===== config.mk =====
export PLATFORM = sky130hd
export DESIGN_NAME = bma_result_reg_flat
export DESIGN_NICKNAME = d
export VERILOG_FILES = /design/src/design/bma_pkg.sv /design/src/design/bma_out_if.sv /design/src/design/bma_result_reg.sv /design/src/flat_wrapper.sv
export SDC_FILE = /design/constraint.sdc
export NUM_CORES = 1
export LEC_CHECK = 0
export ABC_AREA = 0
export BUFFER_PORTS_ARGS = -buffer_cell sky130_fd_sc_hd__buf_2
export CAP_MARGIN = 20
export CORE_MARGIN = 1
export CORE_UTILIZATION = 35
export CTS_CLUSTER_DIAMETER = 60
export DETAILED_ROUTE_END_ITERATION = 12
export PLACE_DENSITY_LB_ADDON = 0.05
export SLEW_MARGIN = 25
export SYNTH_ARGS = -nofsm -noshare
export SYNTH_HDL_FRONTEND = slang
export SYNTH_SLANG_ARGS = --single-unit
export TNS_END_PERCENT = 20

===== constraint.sdc =====
create_clock -name clk -period 3 [get_ports clk]
set_input_delay 0.6 -clock clk [delete_from_list [all_inputs] [get_ports clk]]
set_output_delay 0.6 -clock clk [all_outputs]
set_load 0.02 [all_outputs]

===== src/design/bma_pkg.sv =====
package bma_pkg;

  // Pool geometry. Both must be powers of two: block and percent math use shifts.
  localparam int NUM_BLOCKS  = 1024;
  localparam int BLOCK_BYTES = 32;

  localparam int BLK_W       = $clog2(NUM_BLOCKS);
  localparam int CNT_W       = $clog2(NUM_BLOCKS + 1);
  localparam int BLOCK_SHIFT = $clog2(BLOCK_BYTES);
  localparam int POOL_BYTES  = NUM_BLOCKS * BLOCK_BYTES;

  localparam int BYTES_W  = 16;
  localparam int OFS_W    = 15;
  localparam int PCT_W    = 7;
  localparam int PCT_FULL = 100;

  typedef enum logic [1:0] {
    STS_OK     = 2'd0,
    STS_NO_RUN = 2'd1,
    STS_ZERO   = 2'd2,
    STS_RANGE  = 2'd3
  } status_t;

  localparam logic MODE_FREE = 1'b1;

  // Result handed from the sequencer to the output stage.
  typedef struct packed {
    status_t           status;
    logic [OFS_W-1:0]  granted_offset;
    logic [CNT_W-1:0]  used_blocks;
  } rsp_t;

endpackage


===== src/design/bma_out_if.sv =====
interface bma_out_if
  import bma_pkg::*;
();
  logic             valid;
  logic             ready;
  logic [1:0]       status;
  logic [OFS_W-1:0] granted_offset;
  logic [PCT_W-1:0] usage_percent;

  modport source (output valid, output status, output granted_offset, output usage_percent,
                  input ready);
  modport sink   (input valid, input status, input granted_offset, input usage_percent,
                  output ready);
endinterface


===== src/design/bma_result_reg.sv =====
module bma_result_reg
  import bma_pkg::*;
(
  input  logic          clk,
  input  logic          rst_n,
  input  logic          load,
  input  rsp_t          rsp,
  output logic          can_load,
  bma_out_if.source     out_bus
);

  logic                 valid_r;
  logic [1:0]           status_r;
  logic [OFS_W-1:0]     granted_r;
  logic [PCT_W-1:0]     pct_r;
  logic [CNT_W+6:0]     pct_prod;

  assign can_load = !valid_r || out_bus.ready;

  // Scale used count to percent; divide by the block count is a shift.
  assign pct_prod = (CNT_W+7)'(rsp.used_blocks) * (CNT_W+7)'(PCT_FULL);

  always_ff @(posedge clk) begin
    if (!rst_n) begin
      valid_r <= 1'b0;
    end else if (load) begin
      valid_r <= 1'b1;
    end else if (out_bus.ready) begin
      valid_r <= 1'b0;
    end
  end

  always_ff @(posedge clk) begin
    if (load) begin
      status_r  <= rsp.status;
      granted_r <= rsp.granted_offset;
      pct_r     <= PCT_W'(pct_prod >> BLK_W);
    end
  end

  assign out_bus.valid          = valid_r;
  assign out_bus.status         = status_r;
  assign out_bus.granted_offset = granted_r;
  assign out_bus.usage_percent  = pct_r;

endmodule


===== src/flat_wrapper.sv =====
// flat-port wrapper written by rule: the top's interface ports become plain ports
module bma_result_reg_flat import bma_pkg::*;
  (clk, rst_n, load, rsp, can_load, out_bus_valid, out_bus_status, out_bus_granted_offset, out_bus_usage_percent, out_bus_ready);
  bma_out_if out_bus_i ();
  input  logic clk;
  input  logic rst_n;
  input  logic load;
  input  rsp_t rsp;
  output logic can_load;
  output wire logic [$bits(out_bus_i.valid)-1:0] out_bus_valid;
  output wire logic [$bits(out_bus_i.status)-1:0] out_bus_status;
  output wire logic [$bits(out_bus_i.granted_offset)-1:0] out_bus_granted_offset;
  output wire logic [$bits(out_bus_i.usage_percent)-1:0] out_bus_usage_percent;
  input wire logic [$bits(out_bus_i.ready)-1:0] out_bus_ready;
  assign out_bus_valid = out_bus_i.valid;
  assign out_bus_status = out_bus_i.status;
  assign out_bus_granted_offset = out_bus_i.granted_offset;
  assign out_bus_usage_percent = out_bus_i.usage_percent;
  assign out_bus_i.ready = out_bus_ready;
  bma_result_reg u_core (.clk(clk), .rst_n(rst_n), .load(load), .rsp(rsp), .can_load(can_load), .out_bus(out_bus_i));
endmodule

==> impl_results.md, run 1 <==
* Status: finished with violations
* Failing checks: setup timing
* Worst skew pair latency at 0.26 ns
* Crit-path max FO at 3
* CTS sink cnt at 25
* Synth Flop Type: edfxtp_1
* Mapped Cells at 120
* DR WL/cell at around 11 µm
* CP arrival at 3.00 ns
* Post-place setup slack at -0.3455 ns
* TritonCTS Buffers at 3
* Unrepaired setup endpoints after global routing: yes
* Drt first pass iters at 2
* Initial antenna violation count at 0
* GRT Total Usage at 0.1199
* Placer Congestion at 0.7537
* Crit-path slowest cell: fa_1
* DRT iter0 DRCs at between 50 and 60
* Commonest cells post-synth: ha_1 (33), edfxtp_1 (24), inv_1 (22), xnor2_1 (6)
* Post-synth EDFFs at 24
* Share of Yosys cell area claimed by the top area cell type at 0.4535
* Dpl cell area at 2122 µm²
* Worst Setup End Kind: flip-flop
* Via count at 1147
* Max VDD drop at 0.1851 mV
* Vias in the first global route at 1118
* Post-CTS Hold Buffers at 0
* Die area at 4814 µm²
* Cell Chain, Critical Path: buf_4, ha_4, ha_4, fa_1, ha_4, a2111o_1, a31oi_4, nor3_2, o311ai_1, o211ai_1
* Synth area leaders: edfxtp_1 (45%), ha_1 (26%), fa_1 (6.3%)
* Headroom to the max-slew limit at 0.6517
* Share of cells above drive strength 1 at 0.4670
* Synth cell types at 28
* Core area at 4354 µm²
* Min cycle time layout at 3.003 ns
* Synth warn at 0
* Final period utilization at 1.001
* Setup violators final at 1
* Chip height at 69.38 µm
* Worst Hold Depth at 2
* Multi-input gate area at 873.3 µm²
* Ant diodes at 0
* Clock-pin slew on the worst setup and hold paths at 0.08 ns
* Most frequent CP cell: ha_4
* Yosys top cell by area: edfxtp_1
* Fill count at 406
* CP required at roughly 3.0 ns
* GR Overflow Total at 0
* Final Slew Violations at 0
* Leak at 1.076 nW
* Max Cap Violations at 0
* Layout Nets at approximately 270
* Most instantiated library cell after synthesis: ha_1
* Layout Area Growth over Synthesis at 39.37%
* Count of input and output buffers at between 50 and 60
* Register area share after synthesis at 0.4661
* Num ports at 58
* Worst hold-check path type: flip-flop to flip-flop
* Largest net degree at the start of global routing at 26
* Sequential cell area at about 740 µm²
* Antenna Nets Post-Route at 0
* Clock root cell: clkbuf_8
* Finished Layout Cells at 249
* Avg Cell Area, Syn at 13.24 µm²
* Clock buffer depth at 2
* Die width at 69.38 µm
* Max Freq at 333.0 MHz
* DR vias/cell at 4.606
* Detailed placement HPWL at 2402 µm
* Crit Path Category: primary input to flip-flop
* Largest stage delay, worst path at 0.58 ns
* Number of H-tree levels at 1
* Yosys reg bits at 25
* TritonCTS clock tree: done
* Total Routed Length at approximately 2800 µm
* Post-Syn Area at 1589 µm²
* Skew final at 0 ns
* Least-Margin Pin Slew at ~0.52 ns
* Startpoint Class: primary input
* Post-Syn Nets at 190
* Row cnt at 24
* Pwr dens at 533.4 nW/µm²
* Worst setup margin at -0.003415 ns
* FFs w/ async S/R, synth at 0
* Hold Fails Final Rpt at 0
* Starting Density at 0.3649
* Placed Cells at approximately 250
* Design area at 2215 µm²
* DRC viols at 0
* FF-to-FF path depth at 2
* First-pass GRT wire length at between 4000 and 5000 µm
flip-flops by register name, summed over array words and instances (netlist names):
signal and cells:
u_core.out_bus.granted_offset 15, u_core.out_bus.usage_percent 7, u_core.out_bus.status 2, u_core.out_bus.valid 1
cell usage in the layout (no fill, tap or decap), drive strengths merged, types with 2 or more instances in the layout:
cell,count
a31oi,2
a21oi,5
edfxtp,24
xor2,2
xnor2,6
buf,73
nor3,3
and3,2
ha,33
inv,22
clkbuf,4
fa,5
nor2,2
report_power, final:
group / internal (mW) / switching [mW]
registers: 0.457 / 0.0128
clock network: 0.0945 / 0.0926
logic: 0.249 / 0.276
critical path, delay by kind of cell:
family	cells	cell delay (ns)
buffers and inverters	1	0.14
adders and majority gates	4	1.25
AOI/OAI and AO/OA	4	0.93
and+or+nand+nor	1	0.08
cells by family (layout without fill, tap and decap cells):
family	after synthesis	in the layout	share of synthesized area
fa+ha+maj	38	38	0.3228
simple gates	13	13	0.04646
xor+xnor	8	8	0.04410
flops	25	25	0.4661
compound gates	14	14	0.06851
buf+inv	22	99	0.05197
per-layer routing:
layer / GRT usage / share of wire / vias up
met5: 0 / 0 / -
met4: 0.04762 / 0.012 / 0
met3: 0.02035 / 0.061 / 4
met2: 0.2114 / 0.50 / 42
met1: 0.1446 / 0.42 / 517
li1: - / - / 584
path summary, 6_finish.rpt:
check | startpoint | end | slack [ns]
setup / recovery | rsp[3] | u_core.out_bus.usage_percent[6] | -0.003
hold / removal | u_core.out_bus.valid | u_core.out_bus.valid | 0.51
setup reg to reg | u_core.out_bus.valid | u_core.out_bus.valid | 2.38
hold reg to reg | u_core.out_bus.valid | u_core.out_bus.valid | 0.51
area by class of cell:
class / instances / area share
multi-input cells: 73 / 0.3944
flip-flops and latches: 25 / 0.3345
repair buffers: 73 / 0.1842
inverters: 22 / 0.03729
well taps: 52 / 0.02938
clock buffers: 4 / 0.02034
timing repair:
item | in CTS | in global routing
gates resized for setup | 5 | 1
endpoints found under the setup margin | 3 | 4
gates cloned | 0 | 0
endpoints found under the hold margin | 0 | 0
setup buffers | 0 | 0
pin swaps | 5 | 1
metrics by stage:
step	TNS [ns]	power, mW	utilization	hold WS (ns)
finish	-0.003415	1.181	0.5086	0.5085
global route	-0.2325	1.270	0.5086	0.4919
CTS	0	1.195	0.5072	0.5046
detailed placement	-1.634	0.9864	0.4874	0.5053
global placement	-1.472	0.9781	0.4874	0.4824
floorplan	-0.1131	0.8042	-	0.6989
(Power assumes the default switching activity.)
==> run 2, diff against run 1 <==
--- a/config.mk
+++ b/config.mk
@@ -6,13 +6,14 @@
 export NUM_CORES = 1
 export LEC_CHECK = 0
 export ABC_AREA = 0
-export BUFFER_PORTS_ARGS = -buffer_cell sky130_fd_sc_hd__buf_2
+export BUFFER_PORTS_ARGS = -buffer_cell sky130_fd_sc_hd__buf_4
 export CAP_MARGIN = 20
 export CORE_MARGIN = 1
 export CORE_UTILIZATION = 35
 export CTS_CLUSTER_DIAMETER = 60
 export DETAILED_ROUTE_END_ITERATION = 12
 export PLACE_DENSITY_LB_ADDON = 0.05
+export REMOVE_ABC_BUFFERS = 1
 export SLEW_MARGIN = 25
 export SYNTH_ARGS = -nofsm -noshare
 export SYNTH_HDL_FRONTEND = slang
==> impl_results.md, run 2 (same netlist as run 1, synthesis figures left out) <==
* Status: completed (was finished with violations)
* DRT iter0 DRCs at 51 (was 52)
* DRC viols at 0 (unchanged)
* Fill count at 377 (was 406)
* CP arrival at 2.99 ns (was 3.00 ns)
* Clock buffer depth at 2 (unchanged)
* Row cnt at 24 (unchanged)
* Placer Congestion at 0.7870 (was 0.7537)
* Antenna Nets Post-Route at 0 (unchanged)
* Vias in the first global route at 1233 (was 1118)
* Min cycle time layout at 2.986 ns (was 3.003 ns)
* Starting Density at 0.3649 (unchanged)
* Total Routed Length at 3099 µm (was 2791 µm)
* Drt first pass iters at 2 (unchanged)
* TritonCTS Buffers at 3 (unchanged)
* Crit Path Category: primary input to flip-flop (unchanged)
* DR WL/cell at 12.35 µm (was 11.21 µm)
* Pwr dens at 512.6 nW/µm² (was 533.4 nW/µm²)
* Multi-input gate area at 960.9 µm² (was 873.3 µm²)
* Die area at 4814 µm² (unchanged)
* Crit-path slowest cell: fa_1 (unchanged)
* Share of cells above drive strength 1 at 0.5377 (was 0.4670)
* Skew final at 0 ns (unchanged)
* Dpl cell area at 2180 µm² (was 2122 µm²)
* Layout Area Growth over Synthesis at 55.91% (was 39.37%)
* GRT Total Usage at 0.1376 (was 0.1199)
* Max VDD drop at 0.1837 mV (was 0.1851 mV)
* Least-Margin Pin Slew at 0.3386 ns (was 0.5224 ns)
* Hold Fails Final Rpt at 0 (unchanged)
* Detailed placement HPWL at 2382 µm (was 2402 µm)
* Leading cell types in the layout, fill and taps excluded: buf_4 (71), edfxtp_1 (24), inv_1 (19) (was buf_2 (56), ha_1 (24), edfxtp_1 (24))
* Final period utilization at 0.9953 (was 1.001)
* CTS sink cnt at 25 (unchanged)
* TritonCTS clock tree: done (unchanged)
* Max reg flops at 15 (unchanged)
* Headroom to the max-slew limit at 0.7727 (was 0.6517)
* Layout Nets at 270 (was 268)
* Post-CTS Hold Buffers at 0 (unchanged)
* Max Freq at 334.9 MHz (was 333.0 MHz)
* Die width at 69.38 µm (unchanged)
* Setup violators final at 0 (was 1)
* Unrepaired setup endpoints after global routing: yes (unchanged)
* Via count at 1161 (was 1147)
* Worst Setup End Kind: flip-flop (unchanged)
* Util after Layout at 0.5690 (was 0.5086)
* Num ports at 58 (unchanged)
* Startpoint Class: primary input (unchanged)
* Design area at 2477 µm² (was 2215 µm²)
* Clock-pin slew on the worst setup and hold paths at 0.08 ns (about the same)
* Initial antenna violation count at 0 (unchanged)
* Crit-path max FO at 3 (unchanged)
* Ant diodes at 0 (unchanged)
* First-pass GRT wire length at 5451 µm (was 4712 µm)
* Max Cap Violations at 0 (unchanged)
* Setup TNS at 0 ns (was -0.003415 ns)
* Cell Chain, Critical Path: buf_4, ha_4, ha_4, inv_2, fa_1, inv_1, ha_2, a2111o_1, a31oi_4, nor3_4, o311ai_2, o211ai_1 (was buf_4, ha_4, ha_4, fa_1, ha_4, a2111o_1, a31oi_4, nor3_2, o311ai_1, o211ai_1)
* Chip height at 69.38 µm (unchanged)
* Number of H-tree levels at 1 (unchanged)
* GR Overflow Total at 0 (unchanged)
* Most common cell after layout, fill and taps aside: buf_4 (was buf_2)
* Sequential cell area at 740.7 µm² (unchanged)
* Largest net degree at the start of global routing at 26 (unchanged)
* Worst hold-check path type: primary input to flip-flop (was flip-flop to flip-flop)
* Worst skew pair latency at 0.26 ns (about the same)
* CP required at 3.01 ns (was 3.00 ns)
* DR vias/cell at 4.625 (was 4.606)
* Count of input and output buffers at 57 (unchanged)
* Leak at 1.148 nW (was 1.076 nW)
* Most frequent CP cell: ha_4 (unchanged)
* Final Slew Violations at 0 (unchanged)
* Clock root cell: clkbuf_8 (unchanged)
* Core area at 4354 µm² (unchanged)
* Largest stage delay, worst path at 0.47 ns (was 0.58 ns)
[run 2: cell types whose count changed in the layout (fill, tap and decap cells not counted), sizes merged]
cell,previous run,this run
clkbuf,4,3
buf,73,75
clkinv,0,1
[run 2: stage by stage]
stage               cells  power, mW  hold WS [ns]  setup slack, ns
floorplan             120     0.7876        0.6989          -0.2293
global placement      242     0.9993        0.4928          -0.4706
detailed placement    242      1.005        0.5168          -0.5303
CTS                   250      1.256        0.5029         -0.03251
global route          251      1.368        0.4917         -0.05965
finish                251      1.270        0.5107          0.01406
[run 2: worst paths after layout]
path,end,cells past startpoint,startpoint,slack (ns)
setup / recovery,u_core.out_bus.usage_percent[6],12,rsp[4],0.01
hold / removal,u_core.out_bus.granted_offset[9],1,rsp[20],0.51
setup reg to reg,u_core.out_bus.valid,2,u_core.out_bus.valid,2.36
hold reg to reg,u_core.out_bus.valid,2,u_core.out_bus.valid,0.53
[run 2: layer usage]
metal	vias to the layer above	track usage	wire length, µm
met3	2	0.01890	165
met2	38	0.2438	1584
met4	0	0.04762	20
met5	-	0	0
li1	588	-	-
met1	533	0.1706	1328
[run 2: cell type report]
cell class	count	area share
multi-input cells	73	0.3879
clock buffers	3	0.01667
well taps	52	0.02626
inverters	22	0.03333
flip-flops and latches	25	0.2990
clock inverters	1	0.002020
repair buffers	75	0.2348
[run 2: worst max-delay path: cells and delay by family]
family,cells,cell delay [ns]
fa+ha+maj,4,1.11
compound gates,4,0.98
buf+inv,3,0.21
simple gates,1,0.08
[run 2: repair_timing]
action	in CTS	in global routing
setup endpoints to repair	6	4
buffers inserted	4	1
endpoints found under the hold margin	0	0
pin swaps	19	7
gates resized for setup	23	10
[run 2: report_power, final]
group / internal, mW / leakage, nW / switching, mW
Sequential: 0.457 / 0.243 / 0.0140
Clock: 0.0925 / 0.0255 / 0.0957
Combinational: 0.313 / 0.880 / 0.298
Total: 0.862 / 1.15 / 0.408
